`config.mk`:
```
export PLATFORM = sky130hd
export DESIGN_NAME = tes_front
export DESIGN_NICKNAME = d
export VERILOG_FILES = /design/src/rtl/core/tes_pkg.sv /design/src/rtl/core/tes_front.sv
export SDC_FILE = /design/constraint.sdc
export NUM_CORES = 2
export LEC_CHECK = 0
export BUFFER_PORTS_ARGS = -buffer_cell sky130_fd_sc_hd__buf_2
export CAP_MARGIN = 20
export CORE_ASPECT_RATIO = 0.7
export CORE_MARGIN = 1.5
export CORE_UTILIZATION = 60
export CTS_CLUSTER_DIAMETER = 80
export DETAILED_ROUTE_END_ITERATION = 16
export PLACE_DENSITY = 0.8
export SETUP_SLACK_MARGIN = 0.15
export SYNTH_ARGS = -nofsm -noshare
export SYNTH_HDL_FRONTEND = slang
export SYNTH_SLANG_ARGS = --single-unit
```
`constraint.sdc`:
```
create_clock -name i_clk -period 8.5 [get_ports i_clk]
set_input_delay 0.425 -clock i_clk [delete_from_list [all_inputs] [get_ports i_clk]]
set_output_delay 0.425 -clock i_clk [all_outputs]
set_load 0.005 [all_outputs]
```
`src/rtl/core/tes_pkg.sv`:
```
// Package for the triangle element stiffness block: widths, register indexes,
// and the structs passed between the front, queue, back and divider modules.
// No dependencies.
package tes_pkg;

    localparam int COORD_BITS = 16;
    localparam int FRAC_BITS  = 16;
    localparam int D_W        = 32;
    localparam int J_W        = COORD_BITS + 1;
    localparam int BC_W       = J_W + 1;
    localparam int PJ_W       = 2 * J_W;
    localparam int DET_W      = PJ_W + 1;
    localparam int DIV_W      = DET_W;
    localparam int M_W        = D_W + BC_W;
    localparam int DB_W       = M_W + 1;
    localparam int LO_W       = DB_W / 2;
    localparam int HI_W       = DB_W - LO_W;
    localparam int PH_W       = BC_W + HI_W;
    localparam int PL_W       = BC_W + LO_W + 1;
    localparam int S_W        = 2 * BC_W + D_W + 4;
    localparam int NUM_W      = S_W + FRAC_BITS;
    localparam int QUO_W      = 64;
    localparam int HIN_W      = NUM_W - QUO_W;
    localparam int VAL_W      = 64;
    localparam int IDX_W      = 3;
    localparam int CFG_IDX_W  = 3;
    localparam int Q_DEPTH    = 4;
    localparam int Q_PTR_W    = 2;
    localparam int Q_CNT_W    = 3;

    localparam logic [IDX_W-1:0] DOF_LAST = IDX_W'(5);

    typedef enum logic [CFG_IDX_W-1:0] {
        REG_D_XX = 3'd0,
        REG_D_XY = 3'd1,
        REG_D_XS = 3'd2,
        REG_D_YY = 3'd3,
        REG_D_YS = 3'd4,
        REG_D_SS = 3'd5
    } t_reg_idx;

    typedef struct packed {
        logic signed [D_W-1:0] xx;
        logic signed [D_W-1:0] xy;
        logic signed [D_W-1:0] xs;
        logic signed [D_W-1:0] yy;
        logic signed [D_W-1:0] ys;
        logic signed [D_W-1:0] ss;
    } t_dmat;

    typedef struct packed {
        logic [2:0][BC_W-1:0]     b;
        logic [2:0][BC_W-1:0]     c;
        logic signed [DET_W-1:0]  det;
    } t_elem;

    typedef struct packed {
        logic [IDX_W-1:0] row;
        logic [IDX_W-1:0] col;
        logic             sing;
        logic             last;
        logic             neg;
        logic             ovf;
        logic [DIV_W-1:0] div;
    } t_tag;

    typedef struct packed {
        logic             vld;
        logic [DIV_W-1:0] rem;
        logic [QUO_W-1:0] wq;
        t_tag             tag;
    } t_div_in;

    typedef struct packed {
        logic [IDX_W-1:0]        row;
        logic [IDX_W-1:0]        col;
        logic signed [VAL_W-1:0] value;
        logic                    sing;
        logic                    last;
    } t_result;

endpackage

```
`src/rtl/core/tes_front.sv`:
```
// Front of the stiffness block: takes corner coordinates, forms the Jacobian,
// its determinant and the strain-displacement terms. Depends on tes_pkg.
module tes_front (
    input  logic                             i_clk,
    input  logic                             i_rst_n,
    input  logic                             push,
    output logic                             full,
    input  logic signed [tes_pkg::COORD_BITS-1:0] i_node0_x,
    input  logic signed [tes_pkg::COORD_BITS-1:0] i_node0_y,
    input  logic signed [tes_pkg::COORD_BITS-1:0] i_node1_x,
    input  logic signed [tes_pkg::COORD_BITS-1:0] i_node1_y,
    input  logic signed [tes_pkg::COORD_BITS-1:0] i_node2_x,
    input  logic signed [tes_pkg::COORD_BITS-1:0] i_node2_y,
    input  logic [tes_pkg::Q_CNT_W-1:0]      i_q_cnt,
    output logic                             o_push,
    output tes_pkg::t_elem                   o_elem
);
    import tes_pkg::*;

    logic                    r_v1;
    logic signed [J_W-1:0]   r_j00, r_j01, r_j10, r_j11;
    logic                    r_v2;
    logic signed [PJ_W-1:0]  r_pa, r_pb;
    logic [2:0][BC_W-1:0]    r_b, r_c;
    logic [Q_CNT_W:0]        s_used;
    logic                    s_acc;

    assign s_used = (Q_CNT_W+1)'(i_q_cnt) + (Q_CNT_W+1)'(r_v1) + (Q_CNT_W+1)'(r_v2);
    assign full   = (s_used >= (Q_CNT_W+1)'(Q_DEPTH));
    assign s_acc  = push && !full;

    always_ff @(posedge i_clk) begin
        if (!i_rst_n) begin
            r_v1 <= 1'b0;
            r_v2 <= 1'b0;
        end else begin
            r_v1 <= s_acc;
            r_v2 <= r_v1;
        end
    end

    always_ff @(posedge i_clk) begin
        if (s_acc) begin
            r_j00 <= J_W'(i_node1_x) - J_W'(i_node0_x);
            r_j01 <= J_W'(i_node1_y) - J_W'(i_node0_y);
            r_j10 <= J_W'(i_node2_x) - J_W'(i_node0_x);
            r_j11 <= J_W'(i_node2_y) - J_W'(i_node0_y);
        end
        if (r_v1) begin
            r_pa   <= r_j00 * r_j11;
            r_pb   <= r_j01 * r_j10;
            r_b[0] <= BC_W'(r_j01) - BC_W'(r_j11);
            r_b[1] <= BC_W'(r_j11);
            r_b[2] <= -BC_W'(r_j01);
            r_c[0] <= BC_W'(r_j10) - BC_W'(r_j00);
            r_c[1] <= -BC_W'(r_j10);
            r_c[2] <= BC_W'(r_j00);
        end
    end

    assign o_push     = r_v2;
    assign o_elem.b   = r_b;
    assign o_elem.c   = r_c;
    assign o_elem.det = DET_W'(r_pa) - DET_W'(r_pb);

endmodule

```
==> results_dict.tcl <==
set metrics [dict create \
    ant_nets 0 \
    fmax_ghz 0.142 \
    synth_nets 4570 \
    drc 0 \
    startpoint_type "flip-flop" \
    maxCapViolCount 0 \
    area_growth_pct 8.19 \
    gr-total-overflow 0 \
    cp_max_fo 11 \
    clockBufferDepth 3 \
    seq_area_frac_synth 0.208 \
    die-area_um2 60100 \
    start_util 0.605 \
    slew_violations 0 \
    grt_pass1_vias 26000 \
    diodes 0 \
    grt_pass1_wl_mm 151 \
    ys_ff_latch 244 \
    synth_top_family_by_area "adder cells" \
    n_fill_cell 4488 \
    coreArea_um2 58100 \
    r2r_end "r_pa[24]" \
    hold_depth 2 \
    synth_edf_count 242 \
    worstSkewPairLatency_ps 630 \
    antenna_found_initial 1 \
    status "finished clean" \
    yosysWarnings 0 \
    synthTopCellsByArea "fa_1, edfxtp_1, ha_1" \
    die_x_um 292 \
    period_needed_ps 7030 \
    path_class "reg2reg" \
    postCtsSetupBuffers 0 \
    yosysMostFrequentCell "inv_1" \
    hp-class "in2reg" \
    placed_area_um2 37100 \
    cts_buffers 28 \
    ff2ff_path_depth 22 \
    critical_path_arrival_ps 7370 \
    reg2reg_slack_ps 1470 \
    relSlewSlack 0.264 \
    synthFlopType "edfxtp_1" \
    synthAdderAreaFrac 0.450 \
    syn-mean-instance-area_um2 9.86 \
    placedCellCount 4486 \
    ys_types 66 \
    fin_tns_setup_ps 0 \
    portBuffers 246 \
    synth_largest_area_cell "fa_1" \
    fin_skew_ps 50.1 \
    grt-busiest-layer "met1" \
    yosysTopAreaCellShare 0.341 \
    synth-simple-area-share 0.128 \
    vias 26100 \
    worst_pin_slew_ps 1100 \
    ios 247 \
    endpoint_kind "flip-flop" \
    required_ps 8840 \
    netlist_area_um2 35200 \
    hold_violations 0 \
    finalNonFillerCells 4535 \
    drive_above_1_share 0.0906 \
    fin_nets 4762 \
    setup_viol 0 \
    met3_usage 0.134 \
    die_h_um 206 \
    drt-total-wl_mm 98.6 \
    cts_resized 0 \
    synthCells 3564 \
    track_usage 0.333 \
    synthArstFlopShare 0 \
    cts-root-buf "clkbuf_16" \
    grt_max_degree 77 \
    first_iter_violations 2497 \
    synth-xor-area-share 0.0503 \
    grt_use_met2 0.455 \
    cts_tree "yes" \
    cts_htree_levels 1 \
    min_period_over_period 0.827 \
    synth_compound_area_frac 0.0726 \
    use_met1 0.480 \
    clk_pin_slew_ps 60 \
    cts.sinks 244 \
    min-delay-start "i_rst_n" \
    min_to "o_push" \
    gp_congestion 1.02 \
    synthTopCellsByCount "inv_1, fa_1, nand2_1" \
    first_pass_iters 6 \
    rsz0062_at_grt "no" \
    vias_per_cell 5.75 \
    final_cell_area_um2 38000 \
    post-route-util 0.654 \
    wire_per_inst_um 21.7 \
    cts_hold_buf 0 \
    synthMuxAreaShare 0 \
    r2r_start "r_j00[6]" \
    std_cell_rows 74 \
    hpwl_mm 80.9 \
]
==> cells by family (layout without fill, tap and decap cells) <==
logic type | Yosys count | after routing
flip-flops | 244 | 244
buffers and inverters | 852 | 1063
XOR/XNOR | 202 | 202
AO/OA/AOI/OAI | 390 | 390
AND/OR/NAND/NOR | 972 | 972
adder cells (fa/ha/maj) | 904 | 904
==> placed cells by master (no fill, tap or decap), types with 25 or more instances in the layout <==
cell type | synthesis | final
a21o_1 | 49 | 49
clkbuf_16 | 0 | 28
ha_1 | 305 | 305
a21oi_1 | 121 | 121
nor2_1 | 258 | 258
nand2_1 | 342 | 342
edfxtp_1 | 242 | 242
nor2b_1 | 31 | 31
o21a_1 | 27 | 27
inv_1 | 735 | 735
xor2_1 | 44 | 44
o21ai_0 | 67 | 67
xnor2_1 | 158 | 158
nand3_1 | 31 | 31
nor3_1 | 39 | 39
buf_2 | 0 | 246
and2_1 | 180 | 179
buf_4 | 2 | 25
fa_1 | 599 | 599
==> state kept, by name, summed over array words and instances (netlist names) <==
name    flops
r_pb       34
r_v1        1
r_j01      17
r_pa       34
r_j00      17
o_elem    106
o_push      1
r_j11      17
r_j10      17
==> worst max-delay path: stages, from the launching register on <==
cell and delay, ps:
edfxtp_1 700, clkinv_1 540, nor2_1 270, fa_1 440, inv_1 80, fa_1 440
fa_1 510, inv_1 60, fa_1 490, fa_1 490, inv_1 50, fa_1 470
inv_1 40, ha_1 350, a21oi_1 160, o21ai_0 130, a31o_2 280, a22oi_1 280
o21ai_1 130, a21o_1 210, a311o_1 340, a21oi_1 180, xnor2_1 90
==> per-layer routing <==
metal	routed length, um	up-vias	share of wire
li1	-	11500	-
met5	13	-	0.00013
met4	4260	2	0.043
met3	15000	243	0.15
met1	41100	12500	0.42
met2	38300	1738	0.39
==> stage by stage <==
step / hold WS [ps] / worst slack [ps]
global route: 23.7 / 1210
finish: 24.6 / 1470
detailed placement: 468 / 1650
global placement: 434 / 1720
CTS: 10.3 / 1600
floorplan: 424 / 2240
==> cell type report <==
class                           count  area, um2  share of cell area
Sequential cell                   244       7310               0.192
Clock inverter                     20        218             0.00572
Inverter                          743       2790              0.0733
Tap cell                          760        951              0.0250
Clock buffer                       29        704              0.0185
Timing Repair Buffer              271       1420              0.0373
Multi-Input combinational cell   2468      24600               0.648
==> worst max path at each step <==
stage / to / start / cells after the start / slack [ps]
after floorplan: r_pa[33] / r_j00[16] / 20 / 2240
after global placement: r_pa[33] / r_j11[7] / 22 / 1720
after detailed placement: r_pa[24] / r_j00[6] / 22 / 1650
after CTS: r_pa[24] / r_j00[6] / 22 / 1600
after global routing: r_pa[24] / r_j00[6] / 22 / 1210
final: r_pa[24] / r_j00[6] / 22 / 1470
Power is left out: the tool's default activity adds up to more than one toggle a clock period on the data nets, which glitch-free logic cannot reach.
