<file path="config.mk">
export PLATFORM = sky130hd
export DESIGN_NAME = tes_queue
export DESIGN_NICKNAME = d
export VERILOG_FILES = /design/src/rtl/core/tes_pkg.sv /design/src/rtl/core/tes_queue.sv
export SDC_FILE = /design/constraint.sdc
export NUM_CORES = 1
export LEC_CHECK = 0
export ABC_AREA = 0
export BUFFER_PORTS_ARGS = -buffer_cell sky130_fd_sc_hd__buf_2
export CAP_MARGIN = 20
export CORE_ASPECT_RATIO = 1.1
export CORE_MARGIN = 1.5
export CORE_UTILIZATION = 25
export CTS_CLUSTER_SIZE = 16
export DETAILED_ROUTE_END_ITERATION = 16
export SYNTH_ARGS = -nofsm -noshare
export SYNTH_HDL_FRONTEND = slang
export SYNTH_SLANG_ARGS = --single-unit
</file>
<file path="constraint.sdc">
create_clock -name i_clk -period 9.7 [get_ports i_clk]
set_clock_uncertainty 0.05 [all_clocks]
set_input_delay 1.94 -clock i_clk [delete_from_list [all_inputs] [get_ports i_clk]]
set_output_delay 1.94 -clock i_clk [all_outputs]
set_load 0.03 [all_outputs]
</file>
<file path="src/rtl/core/tes_pkg.sv">
// Package for the triangle element stiffness block: widths, register indexes,
// and the structs passed between the front, queue, back and divider modules.
// No dependencies.
package tes_pkg;

    localparam int COORD_BITS = 16;
    localparam int FRAC_BITS  = 16;
    localparam int D_W        = 32;
    localparam int J_W        = COORD_BITS + 1;
    localparam int BC_W       = J_W + 1;
    localparam int PJ_W       = 2 * J_W;
    localparam int DET_W      = PJ_W + 1;
    localparam int DIV_W      = DET_W;
    localparam int M_W        = D_W + BC_W;
    localparam int DB_W       = M_W + 1;
    localparam int LO_W       = DB_W / 2;
    localparam int HI_W       = DB_W - LO_W;
    localparam int PH_W       = BC_W + HI_W;
    localparam int PL_W       = BC_W + LO_W + 1;
    localparam int S_W        = 2 * BC_W + D_W + 4;
    localparam int NUM_W      = S_W + FRAC_BITS;
    localparam int QUO_W      = 64;
    localparam int HIN_W      = NUM_W - QUO_W;
    localparam int VAL_W      = 64;
    localparam int IDX_W      = 3;
    localparam int CFG_IDX_W  = 3;
    localparam int Q_DEPTH    = 4;
    localparam int Q_PTR_W    = 2;
    localparam int Q_CNT_W    = 3;

    localparam logic [IDX_W-1:0] DOF_LAST = IDX_W'(5);

    typedef enum logic [CFG_IDX_W-1:0] {
        REG_D_XX = 3'd0,
        REG_D_XY = 3'd1,
        REG_D_XS = 3'd2,
        REG_D_YY = 3'd3,
        REG_D_YS = 3'd4,
        REG_D_SS = 3'd5
    } t_reg_idx;

    typedef struct packed {
        logic signed [D_W-1:0] xx;
        logic signed [D_W-1:0] xy;
        logic signed [D_W-1:0] xs;
        logic signed [D_W-1:0] yy;
        logic signed [D_W-1:0] ys;
        logic signed [D_W-1:0] ss;
    } t_dmat;

    typedef struct packed {
        logic [2:0][BC_W-1:0]     b;
        logic [2:0][BC_W-1:0]     c;
        logic signed [DET_W-1:0]  det;
    } t_elem;

    typedef struct packed {
        logic [IDX_W-1:0] row;
        logic [IDX_W-1:0] col;
        logic             sing;
        logic             last;
        logic             neg;
        logic             ovf;
        logic [DIV_W-1:0] div;
    } t_tag;

    typedef struct packed {
        logic             vld;
        logic [DIV_W-1:0] rem;
        logic [QUO_W-1:0] wq;
        t_tag             tag;
    } t_div_in;

    typedef struct packed {
        logic [IDX_W-1:0]        row;
        logic [IDX_W-1:0]        col;
        logic signed [VAL_W-1:0] value;
        logic                    sing;
        logic                    last;
    } t_result;

endpackage

</file>
<file path="src/rtl/core/tes_queue.sv">
// Short element queue between the front and the back of the stiffness block.
// Depends on tes_pkg.
module tes_queue (
    input  logic              i_clk,
    input  logic              i_rst_n,
    input  logic              i_push,
    input  tes_pkg::t_elem    i_elem,
    input  logic              i_pop,
    output tes_pkg::t_elem    o_elem,
    output logic              o_vld,
    output logic [tes_pkg::Q_CNT_W-1:0] o_cnt
);
    import tes_pkg::*;

    t_elem               r_mem [Q_DEPTH];
    logic [Q_PTR_W-1:0]  r_wr;
    logic [Q_PTR_W-1:0]  r_rd;
    logic [Q_CNT_W-1:0]  r_cnt;

    assign o_elem = r_mem[r_rd];
    assign o_vld  = (r_cnt != '0);
    assign o_cnt  = r_cnt;

    always_ff @(posedge i_clk) begin
        if (!i_rst_n) begin
            r_wr  <= '0;
            r_rd  <= '0;
            r_cnt <= '0;
        end else begin
            if (i_push) begin
                r_wr <= r_wr + Q_PTR_W'(1);
            end
            if (i_pop) begin
                r_rd <= r_rd + Q_PTR_W'(1);
            end
            if (i_push && !i_pop) begin
                r_cnt <= r_cnt + Q_CNT_W'(1);
            end else if (!i_push && i_pop) begin
                r_cnt <= r_cnt - Q_CNT_W'(1);
            end
        end
    end

    always_ff @(posedge i_clk) begin
        if (i_push) begin
            r_mem[r_wr] <= i_elem;
        end
    end

endmodule

</file>
==> flow_results.org, run 1 <==
** Floorplan
- The floorplan step set the die width to 279.6 microns.
- Height of the die :: ~310 microns
- Initial core utilization :: between 20% and 30%
- In this run the standard cell core region covers 83,330 sq um.
- Die outline area :: around 86,000 sq um
- The initialized floorplan defines 111 standard-cell rows.
- I/O pin count :: 294

** Synth
- Count leader, synth :: edfxtp_1
- Yosys attributes the largest share of cell area to edfxtp_1 82%, mux4_2 15%, dfxtp_1 0.86%.
- Average cell area after synthesis :: 26.67 sq um
- Top post-synthesis cells by count :: 572 x edfxtp_1, 143 x mux4_2, 16 x buf_2
- Number of warning messages in the yosys log :: 0
- Synthesis inferred 581 register bits.
- Synthesis instantiated 18 different standard cells from the library.
- Register area share after synthesis :: 82.48%
- The synthesized design devotes to its leading area cell type approximately 82% of total area.
- Synthesized netlist net count :: ~940
- The largest total area in the synthesized netlist belongs to edfxtp_1.
- Synthesis produced a netlist whose cell count is 789.
- Number of synthesized flops with an enable pin :: 572
- Commonest register cell after synthesis :: edfxtp_1
- Of all flip-flops after synthesis, the portion carrying an async set or reset was 0%.
- After synthesis the cells add up to 21,040 sq um.

** Global routing
- Total Routing Usage GR :: between 10% and 20%
- Entering global routing, the biggest net connects ~90 pins.
- Number of global-route vias before repair :: ~10,000
- Global routing finished with a remaining overflow of 0.
- Number of antenna violations at the first check in global routing :: 12
- The first global-routing pass estimated 65,480 microns of wire.

** CTS
- Buffers added to address setup during post-CTS repair amount to 0.
- The clock passes through at most 3 buffers.
- Counting the buffers created by CTS gives 67.
- Clock tree from TritonCTS :: done
- Clock root cell :: clkbuf_16
- Clock transition at path regs :: 0.05 ns
- Number of gates resized after cts :: 0
- Worst-Skew Late Latency :: 0.60 ns
- The tree built by TritonCTS fans out to a little under 600 sinks.
- Hold Buf Count CTS :: 0
- The clock tree synthesis step divided the H-tree into 3 levels.

** Worst setup path
- In this run the worst path has a maximum fanout of 59.
- Classification of the worst setup path :: flip-flop to primary output
- Longest individual stage delay on the worst path :: about 0.79 ns
- End of the critical path :: o_elem[68]
- The startpoint identified for the worst register-to-register timing path is r_wr[0].
- The worst setup path is captured at a primary output.
- In this run the critical register-to-register path is captured at r_mem[2][131].
- Sequence of cells on the critical path :: buf_4 > mux4_2 > buf_2
- Register-to-register path setup slack :: about 7 ns
- Cells on worst reg2reg path :: 4
- The worst setup path is launched from a flip-flop.
- CP arrival :: ~2.9 ns
- Data on the critical path is required at its endpoint by approximately 7.7 ns.
- For this design, the slowest cell found on the critical path is buf_4.

** Drt
- Post-route DRC violation count :: 0
- Post-DRT Antenna Nets :: 0
- The routed design has 44,160 microns of wire.
- Detailed Routing Iterations Pass 1 :: 4
- Per-cell routed wire length :: between 15 and 20 microns
- For this block, the via count after detailed routing is roughly 9,500.
- Vias/cell :: 4.193
- Count of routing violations after the opening detailed-route iteration :: 672

** STA
- Summed over all failing endpoints, the final setup total negative slack is 0 ns.
- Setup violations remaining at the end of the flow were counted as 0.
- Count of final hold-check violations :: 0
- Of the available clock period, the critical path in the final layout requires 49.98%.
- For this run, the top clock speed supported by timing is approximately 0.21 GHz.
- For the pin with the worst max-slew slack, the measured transition is 1.004 ns.
- The worst path in the final design needs a cycle of 4.848 ns, including I/O delays and setup.
- RSZ-0062 raised after global routing :: false
- Hold Worst Slack :: 0.4676 ns
- Headroom to the max-slew limit came out at between 30 and 40%.
- Setup slack closes at 4.852 ns.
- Final slew viol count :: 0

** Worst hold path
- The path class of the tightest hold or removal check is flip-flop to flip-flop.

** Placed design
- Routability Congestion :: 0.6819
- Post-DP HPWL :: around 26,000 microns
- Post-place setup slack :: 5.360 ns
- Cell Area, Placed :: 23,770 sq um
- Number of port buffers :: 293

** Power
- In this run the power density over the cells is around 230 nW/um^2.
- The worst-case IR drop observed on VDD is 0.0001588 V.
- Summed over all cells, the static leakage comes to 8.555 nW.

** Layout
- For this run, the post-layout net count is ~1,300.
- The post-route netlist has 46.75% of its cells at a drive strength greater than 1.
- Reg area :: between 15,000 and 20,000 sq um
- Synth-to-layout area growth :: 23.50%
- Multi-input gate area :: ~3500 sq um
- The filler cells instantiated in the layout total 7,971.
- Post-layout instance area :: 25,990 sq um

** Run
- Max-cap violations in this run came to 0.

** Status
- The flow ran to the end, and the final reports show no timing, DRC or antenna violations.
-- area by class of cell --
cell class,instances,share of cell area [%]
inverter,4,0.05777
clock buffer,79,6.706
antenna,1,0.009628
sequential,581,66.81
tap,1073,5.166
clock inverter,42,1.844
timing repair buffer,305,6.037
multi-input combinational,172,13.37
-- cell families (layout without fill, tap and decap cells) --
family,Yosys count,in the layout,synth area share (%)
AOI/OAI and AO/OA,2,2,0.05945
adders and majority gates,6,6,0.3924
xor gates and xnor gates,5,5,0.2081
buffers and inverters,36,430,1.058
and+or+nand+nor,14,14,0.4042
other,0,1,0
DFF,581,581,82.48
muxes,145,145,15.40
-- metal layers --
metal / routed length [microns] / vias to the layer above / GRT usage (%)
li1: - / 4111 / -
met3: 3842 / 79 / 4.340
met2: 21550 / 278 / 16.60
met4: 815 / 20 / 3.206
met5: 124 / - / 0
met1: 17840 / 4976 / 12.28
-- worst max-delay path, delay by kind of cell (launching register included) --
family | cells | cell delay, ns
flip-flops | 1 | 0.69
buffers and inverters | 2 | 0.99
multiplexers | 1 | 0.43
-- registers in the layout (all words and copies together), names as in the netlist, named ones only --
signal and count:
r_rd 2, r_mem 572, o_cnt 3, r_wr 2
-- layout by cell type (no fill, tap or decap), types with 3 or more instances in the layout --
cell / instances
inv_6: 3
xor2_1: 3
clkbuf_1: 11
mux4_2: 143
clkinv_1: 11
clkinv_2: 12
buf_2: 293
and2_1: 5
clkinv_4: 3
buf_4: 11
bufinv_16: 7
edfxtp_1: 572
dfxtp_1: 7
inv_1: 4
ha_1: 5
clkbuf_16: 68
and2_4: 4
-- stage by stage --
step / util, % / total power, mW / instances
2_1_floorplan: - / 3.435 / 789
3_3_place_gp: 28.52 / 3.646 / 2135
3_5_place_dp: 28.52 / 3.661 / 2135
4_1_cts: 31.19 / 6.191 / 2256
5_1_grt: 31.19 / 6.322 / 2257
6_report: 31.19 / 6.087 / 2257
-- power breakdown --
part	internal [mW]	switching [mW]	total, mW	leakage (nW)
Combinational	0.232	0.434	0.667	2.14
Clock	1.49	1.01	2.50	1.09
Sequential	2.89	0.0333	2.92	5.33
Total	4.61	1.47	6.09	8.56
-- worst min path at each step --
stage	from	end	slack [ns]	depth (start not counted)
2_1_floorplan	r_wr[1]	r_wr[1]	0.48	2
6_report	o_cnt[2]	o_cnt[2]	0.47	2
3_5_place_dp	o_cnt[2]	o_cnt[2]	0.46	2
4_1_cts	o_cnt[2]	o_cnt[2]	0.47	2
3_3_place_gp	o_cnt[2]	o_cnt[2]	0.44	2
5_1_grt	o_cnt[2]	o_cnt[2]	0.50	2
Power figures use the tool's default switching activity.
==> inputs of run 2 (changes only) <==
==> constraint.sdc (replaced) <==
create_clock -name i_clk -period 4.05 [get_ports i_clk]
set_clock_uncertainty 0.05 [all_clocks]
set_input_delay 0.81 -clock i_clk [delete_from_list [all_inputs] [get_ports i_clk]]
set_output_delay 0.81 -clock i_clk [all_outputs]
set_load 0.03 [all_outputs]
==> run 2 against run 1 <==
Net effect: flip-flop and latch count stayed put; final area decreased by 0.25%; cell count up 0.44%; highest routed layer unchanged.
==> flow_results.org, run 2 (synthesized netlist as in run 1, its figures left out) <==
** Status
- Result of the run :: finished, final reports clean

** Worst setup path
- Register-to-register path setup slack :: 2.06 ns (-4.96 ns)
- Critical path required time :: 3.19 ns (-4.52 ns)
- The critical-path maximum fanout is 29 (-51%).
- The cell count along the critical path was 3 (unchanged).
- Worst setup SP type :: flip-flop
- Buf/Inv on CP :: 2 (unchanged)
- Among cell families on the critical path, the largest total delay comes from flip-flops.
- Classification of the worst setup path :: flip-flop to primary output
- STA classifies the critical path endpoint as a primary output.
- CP arrival :: 2.54 ns (-0.32 ns)
- Sequence of cells on the critical path :: buf_12 > mux4_2 > buf_2
- Cells on worst reg2reg path :: 3 (-1)
- The largest incremental delay on the critical path is 0.80 ns (about the same).
- On the critical path, the stage with the largest delay is an instance of dfxtp_4.

** Layout
- The number of filler instances in the final layout came to 8,008 (+0.46%).
- The ratio of cells with drive above 1 in the final layout is 46.94% (+0.19 points).
- Number of nets in the layout :: 1,297 (+1.0%)
- The top cell types in the final layout, fill and taps aside, are 572 x edfxtp_1, 293 x buf_2, 143 x mux4_2, 59 x clkbuf_16, 18 x buf_4.
- Flip-flop count of the largest register, all copies and words added :: 572 (unchanged)
- The library cell used most frequently in the layout, excluding fill and tap cells, is edfxtp_1.
- Most flop-heavy register :: r_mem
- Synth-to-layout area growth :: 23.20%

** Worst hold path
- Worst Hold Class :: input port to flip-flop
- The number of cells on the worst hold path was 1 (-1).

** STA
- The number of hold-slack violations in the final timing report is 0 (unchanged).
- Worst setup slack after layout :: 0.6485 ns (-4.204 ns)
- Transition time of the tightest slew-check pin :: 0.7561 ns (-0.2477 ns)
- Final slew viol count :: 0 (unchanged)
- The worst-case headroom to the max-slew limit is 49.59% (+17 points).
- The number of endpoints failing setup at the final stage was 0 (unchanged).
- TNS Setup :: 0 ns (unchanged)
- Fmax :: 0.2940 GHz
- Post-layout minimum cycle time :: 3.402 ns
- Setup repair after global routing left no endpoint under its margin.
- Share of the cycle needed by the critical path after routing :: 83.99%

** Drt
- The number of iterations in the first detailed-routing pass was 4 (unchanged).
- Total detailed-routing wirelength :: 44,040 microns (-0.29%)
- Via count :: 9,460 (-0.042%)
- The via-per-instance ratio came to 4.173 (-0.48%).
- The post-detailed-route DRC marker count was 0 (unchanged).
- The post-route antenna net violation count was 0 (unchanged).
- The per-cell routed wire length came to 19.42 microns (-0.73%).
- Count of routing violations after the opening detailed-route iteration :: 595 (-11%)

** Floorplan
- Initial core utilization :: 25.25% (unchanged)
- Die outline area :: 85,930 sq um (unchanged)
- Height of the die :: 307.3 microns (unchanged)
- Row cnt :: 111 (unchanged)
- DIE WIDTH :: 279.6 microns (unchanged)
- I/O pin count :: 294 (unchanged)
- Area of the core region :: 83,330 sq um (unchanged)

** Global routing
- The number of global-route vias before repair is 10,330 (+0.0097%).
- The total routing usage reported by global routing was 10.12% (-0.11 points).
- First-pass GRT wire length :: 64,870 microns (-0.93%)
- The pin count of the biggest net entering global routing was 67 (-27%).
- Total overflow reported by the global router :: 0 (unchanged)
- The number of antenna violations at the first check in global routing is 16 (+4).

** Power
- The static leakage is 8.510 nW (-0.53%).
- The power density over the cells was 531.4 nW/um^2 (+130%).
- The maximum vdd drop was 0.0003879 V (+140%).

** Placed design
- Number of port buffers :: 293 (unchanged)
- Routability Congestion :: 0.6943 (+1.8%)
- Post-DP HPWL :: 27,580 microns (+6.8%)
- The worst slack after detailed placement was 1.172 ns (-4.188 ns).

** CTS
- Number of gates resized after cts :: 0 (unchanged)
- Clock tree from TritonCTS :: done
- Postcts setup bufs :: 0 (unchanged)
- Worst-Skew Late Latency :: 0.60 ns (about the same)
- The number of clock sinks was 581 (unchanged).
- Maximum level of the CTS H-tree :: 2 (-1)
- Clock root cell :: clkbuf_16
- Total CTS buffers :: 59 (-12%)
- The number of buffers between clock root and the deepest sink came to 3 (unchanged).
- Hold Buf Count CTS :: 0 (unchanged)
- The clock slew at the register clock pins of the worst setup and hold paths came to 0.06 ns (about the same).

** Run
- The max-capacitance violation count is 0 (unchanged).
## run 2: changes by cell type in the layout (fill, tap and decap cells not counted)
cell | previous run | this run
buf_12 | 1 | 15
buf_4 | 11 | 18
bufinv_16 | 7 | 4
clkbuf_1 | 11 | 12
clkbuf_16 | 68 | 59
clkinv_1 | 11 | 12
clkinv_16 | 2 | 0
clkinv_4 | 3 | 2
clkinv_8 | 1 | 0
clkinvlp_4 | 1 | 4
diode_2 | 1 | 3
inv_16 | 1 | 0
inv_8 | 1 | 0
## run 2: path summary, 6_finish.rpt
kind,endpoint,start
min,r_mem[2][110],i_elem[110]
max,o_elem[37],flip-flop
min reg2reg,o_cnt[2],o_cnt[2]
max reg2reg,r_mem[1][130],r_wr[0]
## run 2: layer usage
layer | track usage, % | wire, microns | vias to the layer above
li1 | - | - | 4131
met1 | 12.16 | 17680 | 4951
met2 | 16.27 | 21270 | 258
met3 | 4.173 | 3672 | 96
met4 | 3.658 | 1282 | 24
met5 | 0 | 139 | -
## run 2: metrics by stage
step	total power, mW	area (sq um)	cells	hold slack, ns	utilization (%)
after global routing	14.29	25920	2266	0.3149	31.11
after CTS	14.00	25920	2264	0.2988	31.10
after global placement	8.774	24100	2156	0.4364	28.92
final	13.78	25930	2267	0.3607	31.11
after floorplan	8.206	21050	789	0.4776	-
after detailed placement	8.813	24100	2156	0.4572	28.92
## run 2: area by class of cell
cell class | instances | area, sq um | share of cell area [%]
sequential | 581 | 17360 | 66.98
multi-input combinational | 172 | 3475 | 13.40
timing repair buffer | 326 | 1902 | 7.336
clock buffer | 71 | 1521 | 5.868
tap | 1073 | 1343 | 5.178
clock inverter | 37 | 299.0 | 1.153
inverter | 4 | 15.01 | 0.05791
antenna | 3 | 7.507 | 0.02896
## run 2: worst register-to-register path, cell delays in order (launching register included)
cell	delay (ns)
dfxtp_1	0.39
ha_1	0.17
and2_4	0.62
buf_12	0.38
## run 2: power breakdown
group / total, mW / internal (mW) / switching, mW
logic: 1.64 / 0.604 / 1.03
registers: 7.00 / 6.91 / 0.0960
clock network: 5.14 / 2.92 / 2.21
total: 13.8 / 10.4 / 3.34
==> inputs of run 3 (changes only) <==
==> constraint.sdc (replaced) <==
create_clock -name i_clk -period 3.2 [get_ports i_clk]
set_clock_uncertainty 0.05 [all_clocks]
set_input_delay 0.64 -clock i_clk [delete_from_list [all_inputs] [get_ports i_clk]]
set_output_delay 0.64 -clock i_clk [all_outputs]
set_load 0.03 [all_outputs]
==> run 3 against run 2 <==
Net effect: clock power rose by 30%; final area increased by 0.34%; register-to-register slack got worse by 0.78 ns; cell count rose by 0.26%; via count up 0.40%; sequential share of layout area is 0.23 points lower; critical path depth grew 1; largest power group unchanged.
==> flow_results.org, run 3 (synthesized netlist as in run 1, its figures left out) <==
** Worst setup path
- In this run the critical register-to-register path is launched from r_wr[0].
- The required time of the critical path came to 2.51 ns (-0.68 ns).
- Slowest CP cell :: mux4_2
- Sequence of cells on the critical path :: buf_12 > buf_4 > mux4_2 > buf_2
- The data arrival at the endpoint of the critical path is 2.33 ns (-0.21 ns).
- The worst setup path is of the flip-flop to primary output kind.
- The largest incremental delay on the critical path is 0.59 ns (-0.21 ns).
- STA classifies the critical path endpoint as a primary output.
- Buf/Inv on CP :: 3 (+1)
- The minimum setup slack among reg-to-reg paths was 1.28 ns (-0.78 ns).
- The worst setup path is launched from a flip-flop.
- CP top delay family :: buffers and inverters
- Critical path peak fanout :: 12 (-59%)

** Power
- Proportion of power drawn by combinational gates :: 12.0% (about the same)
- The switching portion of total power was 24.02% (-0.23 points).
- Switching power of the nets :: 4.228 mW (+27%)
- Leakage power :: 8.559 nW (+0.58%)
- The power density over the cells is 676.4 nW/um^2 (+27%).
- Maximum vdd drop :: 0.0003902 V (+0.58%)
- Share of total power in the clock network :: 37.8% (+0.5 points)
- The post-layout total power was 17.60 mW (+28%).
- The total internal power was 13.37 mW (+28%).
- The sequential share of power came to 50.2% (-0.6 points).

** CTS
- The setup fix buffers added after clock tree synthesis was 0 (unchanged).
- Clock root cell :: clkbuf_16
- Clock tree from TritonCTS :: done
- Maximum level of the CTS H-tree :: 2 (unchanged)
- Number of clock sinks :: 581 (unchanged)
- The count of hold buffers inserted by post-cts repair came to 0 (unchanged).
- Clock transition at path regs :: 0.06 ns (about the same)
- Total CTS buffers :: 60 (+1.7%)
- The number of resized instances in the post-cts repair step came to 0 (unchanged).
- CTS Buffer Depth :: 3 (unchanged)
- The latest clock arrival within the worst-skew pair is 0.61 ns (about the same).

** Worst hold path
- Worst Hold Class :: input port to flip-flop
- Startpoint of the worst hold path :: i_elem[26]

** STA
- The number of max-slew violations in the final report is 0 (unchanged).
- The number of hold-slack violations in the final timing report came to 0 (unchanged).
- The worst-case headroom to the max-slew limit came to 54.95% (+5.4 points).
- The number of endpoints failing setup at the final stage was 0 (unchanged).
- Setup repair after global routing left no endpoint under its margin.
- Transition time of the tightest slew-check pin :: 0.6757 ns (-0.08038 ns)
- The total negative slack is 0 ns (unchanged).
- In the finished design, the share of the clock period the worst path needs comes to 94.36%.
- Timing would allow up to between 0.3 and 0.4 GHz.
- Post-layout minimum cycle time :: 3.019 ns

** Floorplan
- I/O pin count :: 294 (unchanged)
- Row cnt :: 111 (unchanged)
- The area of the die is 85,930 sq um (unchanged).
- The overall die height was 307.3 microns (unchanged).
- Initial core utilization :: 25.25% (unchanged)
- The area of the core is 83,330 sq um (unchanged).
- DIE WIDTH :: 279.6 microns (unchanged)

** Layout
- The number of filler instances in the final layout came to 7,980 (-0.35%).
- Leaving out fill and tap cells, the most frequent cell in the layout is edfxtp_1.
- Compared with the post-synthesis result, the final layout area differs by 23.62%.
- r_mem holds more flip-flops than any other register.
- The count of inserted antenna diode cells came to 0 (-3).
- The post-route cell area was 26,020 sq um (+0.34%).
- The number of flip-flops under the largest register name is 572 (unchanged).
- Share of cells above drive strength 1 :: 46.92% (about the same)
- The non-filler instance count after layout is 2,273 (+0.26%).
- In the layout the commonest cells are 572 x edfxtp_1, 293 x buf_2, 143 x mux4_2, 61 x clkbuf_16, 24 x buf_4.
- The number of nets in the layout was 1,303 (+0.46%).

** Placed design
- The estimated wirelength of the detail-placed design was 27,640 microns (+0.19%).
- The weighted congestion at the end of routability-driven global placement came to 0.7004 (+0.88%).
- Number of port buffers :: 293 (unchanged)
- The number of cells in the design after placement came to 2,161 (+0.23%).
- Cell Area, Placed :: 24,120 sq um (+0.10%)

** Drt
- Via count :: 9,498 (+0.40%)
- The number of iterations in the first detailed-routing pass was 4 (unchanged).
- The post-detailed-route DRC marker count was 0 (unchanged).
- The via-per-instance ratio came to 4.179 (+0.14%).
- Count of routing violations after the opening detailed-route iteration :: 634 (+6.6%)
- Total detailed-routing wirelength :: 44,180 microns (+0.33%)
- Post-DRT Antenna Nets :: 0 (unchanged)
- Per-cell routed wire length :: 19.44 microns (about the same)

** Global routing
- First-pass GRT wire length :: 65,470 microns (+0.93%)
- The pin count of the biggest net entering global routing is 78 (+16%).
- The total routing usage reported by global routing is 10.20% (+0.080 points).
- The aggregate global routing overflow was 0 (unchanged).
- Number of antenna violations at the first check in global routing :: 16 (unchanged)
- Number of global-route vias before repair :: 10,310 (-0.15%)

** Run
- The max-capacitance violation count was 0 (unchanged).

** Status
- Result of the run :: finished, final reports clean
## run 3: power by group through the flow
stage                     registers, mW  logic (mW)  clock network, mW
after floorplan                    8.99        1.39                  0
after global placement             8.98        2.13                  0
after detailed placement           9.00        2.16                  0
after CTS                          8.84        2.16               6.90
after global routing               8.86        2.25               7.15
final                              8.84        2.10               6.66
## run 3: cell type report
cell class | instances | area, sq um | share of cell area [%]
sequential | 581 | 17360 | 66.75
multi-input combinational | 172 | 3475 | 13.36
timing repair buffer | 331 | 1927 | 7.407
clock buffer | 78 | 1610 | 6.190
tap | 1073 | 1343 | 5.161
clock inverter | 34 | 281.5 | 1.082
inverter | 4 | 15.01 | 0.05771
## run 3: per-layer routing
metal	wire length [microns]	vias to the layer above	GRT usage, %
met2	21490	259	16.80
li1	-	4157	-
met3	3765	94	4.370
met4	968	24	2.866
met1	17800	4964	12.13
met5	152	-	0
## run 3: final timing paths
| kind | to | cells past startpoint |
|---|---|---|
| worst min-delay path | r_mem[3][26] | 1 |
| worst min register to register | o_cnt[2] | 2 |
| worst max register to register | r_mem[1][85] | 3 |
| worst max-delay path | o_elem[142] | 4 |
## run 3: worst reg2reg max path, cell delays in order (launching register included)
cell	delay [ns]
dfxtp_1	0.40
ha_1	0.18
and2_4	0.32
buf_12	0.36
## run 3: stage by stage
stage / hold slack, ns / setup slack (ns) / utilization [%]
final: 0.1890 / 0.1806 / 31.22
after global routing: 0.1365 / 0.04147 / 31.22
after CTS: 0.1248 / 0.05513 / 31.22
after detailed placement: 0.5053 / 0.7514 / 28.95
after global placement: 0.4365 / 0.7644 / 28.95
after floorplan: 0.4776 / 0.3106 / -
